### src/hdl/utoa_pkg.sv
// Shared types and constants for the unsigned-to-decimal ASCII unit.
// No dependencies.
`timescale 1ns / 1ps

package utoa_pkg;

  localparam int unsigned ValueBitsDefault = 32;
  localparam logic [5:0]  AsciiZero        = 6'd48;

  typedef enum logic [1:0] {
    StIdle,
    StConv,
    StEmit
  } utoa_state_e;

  typedef struct packed {
    logic load;
    logic dabble;
    logic emit;
  } utoa_ctrl_t;

endpackage

### src/hdl/unsigned_to_decimal_ascii_unit.sv
// Channel  | ports                         | transfer
// ---------+-------------------------------+------------------------------------
// command  | start, busy, value_i          | start && !busy at clock edge
// result   | strobe_o, digit_char_o, last_o| one digit per cycle, no back-pressure
//
// One transaction runs serial BCD conversion, one bit per cycle in the shift
// register, then digit readout (leading zeros are scanned but not sent).
// busy is high through conversion and readout. The last digit leaves its
// register in the first idle cycle, where the next start is taken.
// Reset clears the controller only. Results cannot be stalled.
// Depends on utoa_pkg and utoa_dabble.
`timescale 1ns / 1ps

module unsigned_to_decimal_ascii_unit #(
  parameter int unsigned VALUE_BITS = utoa_pkg::ValueBitsDefault
) (
  input  logic                  clk_i,
  input  logic                  rst_ni,
  input  logic                  start,
  output logic                  busy,
  input  logic [VALUE_BITS-1:0] value_i,
  output logic                  strobe_o,
  output logic [5:0]            digit_char_o,
  output logic                  last_o
);
  import utoa_pkg::*;

  localparam int unsigned NumDigits = (VALUE_BITS * 1233) / 4096 + 1;
  localparam int unsigned CntW      = $clog2(VALUE_BITS);

  utoa_state_e     state_q, state_d;
  logic [CntW-1:0] cnt_q, cnt_d;
  logic            started_q, started_d;
  logic            strobe_q, strobe_d;
  logic [5:0]      char_q, char_d;
  logic            last_q, last_d;
  utoa_ctrl_t      ctrl;
  logic [3:0]      top_digit;
  logic            at_last;

  utoa_dabble #(
    .VALUE_BITS (VALUE_BITS),
    .NUM_DIGITS (NumDigits)
  ) u_dabble (
    .clk_i       (clk_i),
    .ctrl_i      (ctrl),
    .value_i     (value_i),
    .top_digit_o (top_digit)
  );

  assign at_last = (cnt_q == CntW'(NumDigits - 1));

  always_comb begin
    state_d   = state_q;
    cnt_d     = cnt_q;
    started_d = started_q;
    strobe_d  = 1'b0;
    char_d    = char_q;
    last_d    = 1'b0;
    ctrl      = '0;
    case (state_q)
      StIdle: begin
        if (start) begin
          ctrl.load = 1'b1;
          cnt_d     = '0;
          started_d = 1'b0;
          state_d   = StConv;
        end
      end
      StConv: begin
        ctrl.dabble = 1'b1;
        if (cnt_q == CntW'(VALUE_BITS - 1)) begin
          cnt_d   = '0;
          state_d = StEmit;
        end else begin
          cnt_d = cnt_q + 1'b1;
        end
      end
      StEmit: begin
        ctrl.emit = 1'b1;
        strobe_d  = (top_digit != 4'd0) || started_q || at_last;
        started_d = started_q || strobe_d;
        char_d    = AsciiZero + {2'b00, top_digit};
        last_d    = at_last;
        cnt_d     = cnt_q + 1'b1;
        if (at_last) begin
          state_d = StIdle;
        end
      end
      default: begin
        state_d = StIdle;
      end
    endcase
  end

  always_ff @(posedge clk_i or negedge rst_ni) begin
    if (!rst_ni) begin
      state_q   <= StIdle;
      cnt_q     <= '0;
      started_q <= 1'b0;
      strobe_q  <= 1'b0;
      last_q    <= 1'b0;
    end else begin
      state_q   <= state_d;
      cnt_q     <= cnt_d;
      started_q <= started_d;
      strobe_q  <= strobe_d;
      last_q    <= last_d;
    end
  end

  always_ff @(posedge clk_i) begin
    char_q <= char_d;
  end

  assign busy         = (state_q != StIdle);
  assign strobe_o     = strobe_q;
  assign digit_char_o = char_q;
  assign last_o       = last_q;

  a_char_range: assert property (@(posedge clk_i) disable iff (!rst_ni)
    strobe_o |-> (digit_char_o >= 6'd48) && (digit_char_o <= 6'd57))
    else $error("digit character out of range");

  a_strobe_from_emit: assert property (@(posedge clk_i) disable iff (!rst_ni)
    strobe_o |-> $past(state_q == StEmit))
    else $error("result strobe outside readout");

  a_last_ends: assert property (@(posedge clk_i) disable iff (!rst_ni)
    (strobe_o && last_o) |-> !busy || $past(start && !busy))
    else $error("last digit sent while still converting");

  a_last_strobed: assert property (@(posedge clk_i) disable iff (!rst_ni)
    last_o |-> strobe_o)
    else $error("last flag without strobe");

endmodule

### src/hdl/utoa_dabble.sv
// Bit-serial binary to BCD shift register (shift-and-add-3) plus digit readout shift.
// Depends on utoa_pkg.
`timescale 1ns / 1ps

module utoa_dabble #(
  parameter int unsigned VALUE_BITS = utoa_pkg::ValueBitsDefault,
  parameter int unsigned NUM_DIGITS = (VALUE_BITS * 1233) / 4096 + 1
) (
  input  logic                    clk_i,
  input  utoa_pkg::utoa_ctrl_t    ctrl_i,
  input  logic [VALUE_BITS-1:0]   value_i,
  output logic [3:0]              top_digit_o
);
  import utoa_pkg::*;

  localparam int unsigned BcdW = 4 * NUM_DIGITS;

  logic [VALUE_BITS-1:0] val_q, val_d;
  logic [BcdW-1:0]       bcd_q, bcd_d, adj;

  always_comb begin
    for (int i = 0; i < NUM_DIGITS; i++) begin
      adj[4*i +: 4] = (bcd_q[4*i +: 4] >= 4'd5) ? bcd_q[4*i +: 4] + 4'd3 : bcd_q[4*i +: 4];
    end
  end

  always_comb begin
    val_d = val_q;
    bcd_d = bcd_q;
    if (ctrl_i.load) begin
      val_d = value_i;
      bcd_d = '0;
    end else if (ctrl_i.dabble) begin
      val_d = val_q << 1;
      bcd_d = {adj[BcdW-2:0], val_q[VALUE_BITS-1]};
    end else if (ctrl_i.emit) begin
      bcd_d = bcd_q << 4;
    end
  end

  always_ff @(posedge clk_i) begin
    val_q <= val_d;
    bcd_q <= bcd_d;
  end

  assign top_digit_o = bcd_q[BcdW-1 -: 4];

endmodule

### config.mk
export PLATFORM = sky130hd
export DESIGN_NAME = unsigned_to_decimal_ascii_unit
export DESIGN_NICKNAME = d
export VERILOG_FILES = /design/src/hdl/utoa_pkg.sv /design/src/hdl/unsigned_to_decimal_ascii_unit.sv /design/src/hdl/utoa_dabble.sv
export SDC_FILE = /design/constraint.sdc
export NUM_CORES = 1
export LEC_CHECK = 0
export BUFFER_PORTS_ARGS = -buffer_cell sky130_fd_sc_hd__buf_2
export CORE_MARGIN = 2
export CORE_UTILIZATION = 35
export DETAILED_ROUTE_END_ITERATION = 16
export HOLD_SLACK_MARGIN = 0.05
export PLACE_DENSITY = 0.5
export SETUP_SLACK_MARGIN = 0.05
export SYNTH_ARGS = -nofsm -noshare
export SYNTH_HDL_FRONTEND = slang
export SYNTH_HIERARCHICAL = 1
export SYNTH_SLANG_ARGS = --single-unit
### constraint.sdc
create_clock -name clk_i -period 2.6 [get_ports clk_i]
set_input_delay 0.26 -clock clk_i [delete_from_list [all_inputs] [get_ports clk_i]]
set_output_delay 0.26 -clock clk_i [all_outputs]
set_load 0.01 [all_outputs]
==> impl_metrics.tcl, run 1 <==
set metrics [dict create \
    wire_per_inst_um 15.05 \
    ir_drop_mv 0.4738 \
    cts_resized 0 \
    netlist_area_sq_um 4846 \
    clk_latency_ns 0.34 \
    grt_pass1_wl_mm 16.70 \
    synthDistinctLibCells 43 \
    area_growth_pct 12.96 \
    synth.area.top_cells "edfxtp_1, dfxtp_1, mux2_2, ha_1, dfrtp_1" \
    syn_inst 441 \
    worst_setup_path_end_kind "flip-flop" \
    grt_use_met3 0.04167 \
    ys_ff_latch 86 \
    chipWidth_um 121.7 \
    drt_iter0_markers 226 \
    numCtsBuffers 9 \
    drive_gt1_frac 0.2301 \
    antenna_cells 0 \
    final_net_count 535 \
    finalSetupViolations 0 \
    crit_chain "inv_1, ha_1, and2_2, nor2_1, inv_2, buf_4" \
    crit_path_max_incr_delay_ns 0.50 \
    start_util 0.3616 \
    yosysTopAreaCell "edfxtp_1" \
    grt_pass1_vias 3435 \
    viasPerCell 5.310 \
    yosys.area.top_type_share 0.2231 \
    gp_congestion 0.7828 \
    drv_cap 0 \
    routed_wl_mm 9.843 \
    grt_overflow 0 \
    hold_ws_ns 0.2102 \
    port_buffers 41 \
    cp-start-kind "flip-flop" \
    leakagePower_nw 1.956 \
    grt_use_total 0.1421 \
    syn_avg_cell_area_sq_um 10.99 \
    gr-usage-met1 0.1830 \
    synth-main-ff-cell "dfxtp_1" \
    design_area_sq_um 5474 \
    place_ws_ns 0.5148 \
    drtPass1Iterations 5 \
    cts_tree "done" \
    clock_skew_ns 0.004028 \
    placed_cell_area_sq_um 5164 \
    ant_nets 0 \
    max_clock_freq_mhz 481.1 \
    power_density_nw_per_um2 1110 \
    busiest_layer "met2" \
    outcome "finished, final reports clean" \
    critical-path-slowest-cell "buf_4" \
    period_share 0.7995 \
    slew_violations 0 \
    root_buffer "clkbuf_16" \
    clockBufferDepth 2 \
    cts-htree-levels 3 \
    hold_path_class "in2reg" \
    antenna_found_initial 0 \
    synth_enable_flop_cells 36 \
    worstPathArrival_ns 2.06 \
    drc_errors 0 \
    synth_most_common_cell "dfxtp_1" \
    grt_use_met2 0.2279 \
    synthArstFlopShare 0.1163 \
    clkSlewWorstSetupHoldPaths_ns 0.06 \
    ys_seq_area_frac 0.4400 \
    cp.required_ns 2.58 \
    die_y_um 121.7 \
    vias 3473 \
    maxSlewHeadroom 0.6089 \
    worst_slack_ns 0.5213 \
    path_class "reg2reg" \
    dp.final_hpwl_mm 6.269 \
    io_pins 44 \
    rsz0062_at_grt "no" \
    rows 42 \
    synth_common_cells "dfxtp_1, edfxtp_1, mux2_2, a21oi_1, ha_1" \
    setup_tns_ns 0 \
    tightest_slew_ns 0.5703 \
    fin_crit_ns 2.079 \
    cts_num_sinks 86 \
    final-hold-violation-count 0 \
    grt_max_degree 82 \
    core_area_sq_um 13400 \
    fillers 1311 \
    die_area_sq_um 14800 \
    yosys_warnings 6 \
    cp_max_fo 47 \
]
[flip-flops by register name, summed over array words and instances, names as in the netlist]
| register | cells |
|---|---|
| state_q | 2 |
| u_dabble/bcd_q | 40 |
| u_dabble/val_q | 32 |
| cnt_q | 5 |
| digit_char_o | 4 |
| strobe_o | 1 |
| started_q | 1 |
| last_o | 1 |
[final cells by class]
type,instances,area (sq um),area share
Clock inverter,6,71.32,0.01303
Tap cell,176,220.2,0.04023
Clock buffer,10,229.0,0.04183
Timing Repair Buffer,50,300.3,0.05486
Multi-Input combinational cell,299,2420,0.4421
Inverter,27,101.3,0.01851
Sequential cell,86,2132,0.3895
[layout by cell type, fill, tap and decap left out, types with 3 or more instances in the layout]
cell type	count
a211oi_1	19
a21oi_1	30
a32oi_1	9
buf_2	41
buf_4	6
clkbuf_16	9
dfrtp_1	10
dfxtp_1	40
edfxtp_1	36
ha_1	25
inv_1	26
mux2_2	36
mux2i_1	16
nand2_1	9
nand2b_1	12
nand4b_1	19
nor2_1	15
nor3b_1	19
o211ai_1	15
o211ai_2	3
o21ai_0	26
o311ai_1	3
or4b_1	16
[critical path: cells and delay by family (launching register included)]
kind | cells | cell delay (ns)
adder cells (fa/ha/maj) | 1 | 0.26
buffers and inverters | 3 | 0.69
flip-flops | 1 | 0.40
AND/OR/NAND/NOR | 2 | 0.36
[metal layers]
metal | wire [um] | vias up | share of wire
li1 | - | 1733 | -
met1 | 4794 | 1663 | 0.49
met2 | 4477 | 62 | 0.45
met3 | 418 | 15 | 0.042
met4 | 153 | 0 | 0.016
met5 | 0 | - | 0
[timing repair]
item,4_1_cts,5_1_grt
hold buffers,1,0
hold endpoints to repair,10,0
buffers inserted,0,0
[power by group]
part           internal [mW]  total [mW]  switching [mW]
sequential              2.08        2.48           0.402
combinational           1.04        2.28            1.24
clock                  0.755        1.31           0.559
[path summary, 6_finish.rpt]
kind                               startpoint                  to  slack [ns]  depth (start not counted)
setup reg to reg                   state_q[0]  u_dabble/val_q[11]        0.52                          6
min in group asynchronous              rst_ni              last_o        0.32                          2
hold reg to reg            u_dabble/bcd_q[39]     digit_char_o[3]        0.53                          0
max in group asynchronous              rst_ni            cnt_q[4]        2.08                          2
setup / recovery                   state_q[0]  u_dabble/val_q[11]        0.52                          6
hold / removal                     value_i[0]   u_dabble/val_q[0]        0.21                          2
[per-stage QoR]
stage | power [mW] | utilization | instances
2_1_floorplan | 4.266 | - | 442
3_3_place_gp | 4.746 | 0.3853 | 637
3_5_place_dp | 4.800 | 0.3853 | 637
4_1_cts | 6.162 | 0.4085 | 654
5_1_grt | 6.596 | 0.4085 | 654
6_report | 6.078 | 0.4085 | 654
[cell families (layout without fill, tap and decap cells)]
logic type,after synthesis,after routing,share of synthesized area
AOI/OAI and AO/OA,113,113,0.1544
DFF,86,86,0.4400
buffers and inverters,57,93,0.06274
other,1,2,0.0007739
and+or+nand+nor,105,105,0.1557
muxes,52,52,0.1167
adders and majority gates,27,27,0.06971
No activity file was read; power rests on OpenSTA's default activity.
==> inputs of run 2 (changes only) <==
- clock period: 2.6 -> 2 ns (I/O delays scaled with it)
==> run 2 against run 1 <==
Critical path depth down 1. First-iteration DRC count is 24% lower. Global-route usage is 0.067 points higher. Count of clock-buffer cells in the layout down 1. Worst setup slack lost 0.40 ns. Combinational power up 37%.
==> impl_metrics.tcl, run 2 (synthesis gave the netlist of run 1 again) <==
set metrics [dict create \
    drc_errors 0 \
    grt_pass1_vias 3422 \
    clock_skew_ns 0.005562 \
    finalSetupViolations 0 \
    leakagePower_nw 2.007 \
    final_net_count 543 \
    port_buffers 41 \
    cp.required_ns 2.09 \
    power_density_nw_per_um2 1447 \
    clockBufferDepth 2 \
    gp_congestion 0.7205 \
    die_y_um 121.7 \
    tightest_slew_ns 0.7575 \
    grt_use_total 0.1428 \
    setup_tns_ns 0 \
    rsz0062_at_grt "yes" \
    final_common_cell "buf_2" \
    cts_num_sinks 86 \
    total_power_mw 8.046 \
    min_from "value_i[0]" \
    wire_per_inst_um 15.38 \
    slew_violations 0 \
    drt_iter0_markers 172 \
    r2r-start "state_q[0]" \
    io_pins 44 \
    dp.final_hpwl_mm 6.863 \
    maxSlewHeadroom 0.4931 \
    gr-usage-met1 0.1866 \
    cp_max_fo 12 \
    start_util 0.3616 \
    grt_pass1_wl_mm 16.75 \
    viasPerCell 5.329 \
    cts-htree-levels 3 \
    period_share 0.9387 \
    area_growth_pct 14.74 \
    antenna_cells 0 \
    numCtsBuffers 9 \
    max_clock_freq_mhz 532.7 \
    grt_max_degree 54 \
    fin_crit_ns 1.877 \
    dp.cells 645 \
    largest_registers "u_dabble/bcd_q (40), u_dabble/val_q (32), cnt_q (5)" \
    worst_setup_path_end_kind "flip-flop" \
    path_class "reg2reg" \
    rows 42 \
    grt_use_met2 0.2307 \
    ir_drop_mv 0.4778 \
    root_buffer "clkbuf_16" \
    grt_use_met3 0.02669 \
    ant_nets 0 \
    chipWidth_um 121.7 \
    clk_latency_ns 0.34 \
    routed_wl_mm 10.18 \
    cp-start-kind "flip-flop" \
    finalNonFillerCells 662 \
    clkSlewWorstSetupHoldPaths_ns 0.06 \
    grt_overflow 0 \
    drive_gt1_frac 0.2449 \
    busiest_layer "met2" \
    antenna_found_initial 0 \
    vias 3528 \
    final-hold-violation-count 0 \
    cp-startpoint "state_q[0]" \
    outcome "finished, final reports clean" \
    largest_reg_flops 40 \
    layout_common_cells "buf_2, dfxtp_1, mux2_2, edfxtp_1, a21oi_1" \
    core_area_sq_um 13400 \
    drtPass1Iterations 4 \
    hold_path_class "in2reg" \
    largest_register "u_dabble/bcd_q" \
    die_area_sq_um 14800 \
    drv_cap 0 \
    hold_ws_ns 0.1403 \
    worstPathArrival_ns 1.97 \
    cts_tree "done" \
]
[run 2: path summary, 6_finish.rpt]
kind                                 endpoint  slack (ns)  cells after the start
min in group asynchronous              last_o        0.25                      2
max in group asynchronous            cnt_q[2]        1.55                      2
hold reg to reg             u_dabble/bcd_q[0]        0.51                      2
setup / recovery           u_dabble/val_q[12]        0.12                      5
hold / removal              u_dabble/val_q[0]        0.14                      2
setup reg to reg           u_dabble/val_q[12]        0.12                      5
[run 2: power by group]
group | leakage (nW) | switching, mW | total [mW] | internal, mW
combinational | 1.04 | 1.65 | 3.12 | 1.47
clock | 0.147 | 0.722 | 1.69 | 0.972
sequential | 0.823 | 0.530 | 3.23 | 2.70
total | 2.01 | 2.90 | 8.05 | 5.14
[run 2: timing repair]
item | in CTS | in global routing
hold buffers | 1 | 0
hold endpoints to repair | 10 | 0
setup buffers | 0 | 0
gates resized for setup | 0 | 1
endpoints found under the setup margin | 0 | 9
[run 2: worst max-delay path, stage by stage, from the launching register on]
cell     delay, ns
dfrtp_1       0.40
inv_1         0.12
ha_1          0.17
and2_2        0.32
buf_4         0.26
mux2_2        0.36
[run 2: per-stage QoR]
stage               instance area, sq um  utilization  worst slack, ns
floorplan                           4850            -           0.1309
global placement                    5249       0.3917           0.1739
detailed placement                  5249       0.3917           0.1104
CTS                                 5558       0.4148          0.09659
global route                        5560       0.4149          0.03037
finish                              5560       0.4149           0.1226
[run 2: cell type report]
| class | count | area [sq um] |
|---|---|---|
| Fill cell | 1281 | 7840 |
| Multi-Input combinational cell | 299 | 2422 |
| Sequential cell | 86 | 2132 |
| Timing Repair Buffer | 58 | 385.4 |
| Clock buffer | 9 | 225.2 |
| Tap cell | 176 | 220.2 |
| Inverter | 27 | 101.3 |
| Clock inverter | 7 | 73.82 |
[run 2: layer usage]
layer | up-vias | part of all wire
met5 | - | 0
met1 | 1704 | 0.49
li1 | 1748 | -
met3 | 14 | 0.036
met4 | 0 | 0.017
met2 | 62 | 0.46
==> inputs of run 3 (changes only) <==
- ABC_AREA: default -> 1
==> run 3 against run 2 <==
Die area grew 1.7%. Register-to-register slack gained 0.13 ns. Via count grew 15%. Cell count grew 29%. Critical endpoint is now cnt_q[1]. Largest cell class unchanged. Largest power group is now combinational cells.
==> impl_metrics.tcl, run 3 <==
set metrics [dict create \
    rows 43 \
    path_class "reg2reg" \
    synth_enable_flop_cells 36 \
    design_area_sq_um 5603 \
    rsz0062_at_grt "yes" \
    viasPerCell 4.750 \
    syn_inst 635 \
    worst_slack_ns 0.2567 \
    finalSetupViolations 0 \
    cts_tree "done" \
    grt_pass1_vias 3931 \
    synth-adder-area-share 0.06851 \
    cts-htree-levels 3 \
    seqCellArea_sq_um 2132 \
    synthArstFlopShare 0.1163 \
    antenna_cells 0 \
    netlist_area_sq_um 4931 \
    p_switching_mw 3.787 \
    grt_max_degree 44 \
    die_y_um 122.7 \
    vias 4061 \
    grt_overflow 0 \
    antenna_found_initial 0 \
    combPwrFrac 0.442 \
    largest_reg_flops 40 \
    cts_num_sinks 86 \
    fillers 1405 \
    slew_violations 0 \
    dp.final_hpwl_mm 7.153 \
    area_growth_pct 13.63 \
    die_area_sq_um 15050 \
    power.share.clock 0.195 \
    routed_wl_mm 10.71 \
    root_buffer "clkbuf_16" \
    synth-main-ff-cell "dfxtp_1" \
    crit_path_max_incr_delay_ns 0.40 \
    ant_nets 0 \
    crit_chain "inv_1, ha_1, buf_6, nand2_1, nand2_1, nand3_2, o22ai_1" \
    ir_drop_mv 0.4747 \
    swShare 0.4237 \
    clk_latency_ns 0.35 \
    final-hold-violation-count 0 \
    power_density_nw_per_um2 1595 \
    hold_path_class "in2reg" \
    synth_compound_area_frac 0.1520 \
    port_buffers 41 \
    leakagePower_nw 2.660 \
    core_area_sq_um 13830 \
    critical-path-slowest-cell "dfrtp_1" \
    clkSlewWorstSetupHoldPaths_ns 0.07 \
    drv_cap 0 \
    yosys_warnings 6 \
    synth_most_common_cell "nand2_1" \
    drtPass1Iterations 4 \
    cp_max_fo 39 \
    outcome "finished, final reports clean" \
    cp-start-kind "flip-flop" \
    finalNonFillerCells 855 \
    cp.required_ns 2.26 \
    wire_per_inst_um 12.52 \
    synth_top_family_by_area "simple AND/OR/NAND/NOR gates" \
    syn_avg_cell_area_sq_um 7.765 \
    p_int_mw 5.151 \
    cpMostUsedCell "nand2_1" \
    yosys.area.top_type_share 0.2192 \
    largest_registers "u_dabble/bcd_q (40), u_dabble/val_q (32), cnt_q (5)" \
    layout_common_cells "nand2_1, inv_1, o21ai_0" \
    largest_register "u_dabble/bcd_q" \
    fin_crit_ns 1.743 \
    placed_cell_area_sq_um 5278 \
    gp_congestion 0.7767 \
    worstPathArrival_ns 2.01 \
    synth_common_cells "nand2_1, inv_1, o21ai_0, a21oi_1, dfxtp_1" \
    grt_pass1_wl_mm 18.24 \
    pwr-share-seq 0.363 \
    clockBufferDepth 2 \
    drt_iter0_markers 266 \
    synthDistinctLibCells 36 \
    period_share 0.8717 \
    numCtsBuffers 9 \
    final_core_util 0.4052 \
    drc_errors 0 \
    drive_gt1_frac 0.1393 \
    clock_skew_ns 0.006416 \
    io_pins 44 \
    place_ws_ns 0.1378 \
    worst_setup_path_end_kind "flip-flop" \
    grt_use_total 0.1530 \
    final_net_count 732 \
    chipWidth_um 122.7 \
    multi_input_area_sq_um 2272 \
    start_util 0.3566 \
    synth.area.top_cells "edfxtp_1, dfxtp_1, nand2_1, ha_1, o21ai_0" \
    synth_simple_gate_area_frac 0.2177 \
    muxShareOfSynthArea 0 \
    postCtsSetupRepairBufs 0 \
    synth_xor_area_frac 0.01776 \
    setup_tns_ns 0 \
    yosysTopAreaCell "edfxtp_1" \
    ys_ff_latch 86 \
    ys_seq_area_frac 0.4324 \
    final_common_cell "nand2_1" \
    dp.cells 838 \
    max_clock_freq_mhz 573.6 \
]
-- run 3: final timing paths --
check | start | end | slack [ns] | depth (start not counted)
min in group asynchronous | rst_ni | strobe_o | 0.25 | 2
max | state_q[1] | cnt_q[1] | 0.26 | 7
max in group asynchronous | rst_ni | cnt_q[4] | 1.55 | 2
min | value_i[0] | u_dabble/val_q[0] | 0.11 | 3
min reg2reg | u_dabble/bcd_q[1] | u_dabble/bcd_q[1] | 0.48 | 2
max reg2reg | state_q[1] | cnt_q[1] | 0.26 | 7
-- run 3: area by class of cell --
type                       instances  share of cell area
multi-input combinational        429              0.4055
sequential                        86              0.3805
inverter                          92             0.06387
timing repair buffer              52             0.05538
clock buffer                       9             0.04020
tap                              180             0.04020
clock inverter                     7             0.01429
-- run 3: cells by family after synthesis --
kind of cell,after synthesis
adder cells (fa/ha/maj),27
XOR/XNOR,10
buffers and inverters,121
flip-flops,86
other,1
AO/OA/AOI/OAI,133
AND/OR/NAND/NOR,257
-- run 3: per-stage QoR --
stage / hold slack, ns / total power [mW]
final: 0.1097 / 8.938
after global routing: 0.1058 / 9.819
after CTS: 0.09080 / 9.014
after detailed placement: 0.08272 / 7.216
after global placement: 0.07549 / 7.122
after floorplan: -0.09559 / 6.406
-- run 3: metal layers --
metal | global-route usage | routed length, um
met4 | 0.06034 | 136
met3 | 0.03020 | 331
met5 | 0 | 0
met2 | 0.2538 | 5022
met1 | 0.1952 | 5214
-- run 3: power groups by stage --
stage                     sequential [mW]  clock [mW]  combinational, mW
after detailed placement             3.28           0               3.94
after global placement               3.28           0               3.84
after global routing                 3.35        1.87               4.60
after CTS                            3.25        1.80               3.96
final                                3.25        1.74               3.95
after floorplan                      3.12           0               3.29
-- run 3: repair_timing --
item / CTS / global route
hold endpoints to repair: 10 / 0
setup endpoints to repair: 0 / 48
hold buffers: 1 / 0
resized for setup: 0 / 4
-- run 3: worst max-delay path, delay by kind of cell, from the launching register on --
family,cells,cell delay [ns]
compound gates,1,0.13
fa+ha+maj,1,0.30
simple gates,3,0.38
flops,1,0.40
buf+inv,2,0.44
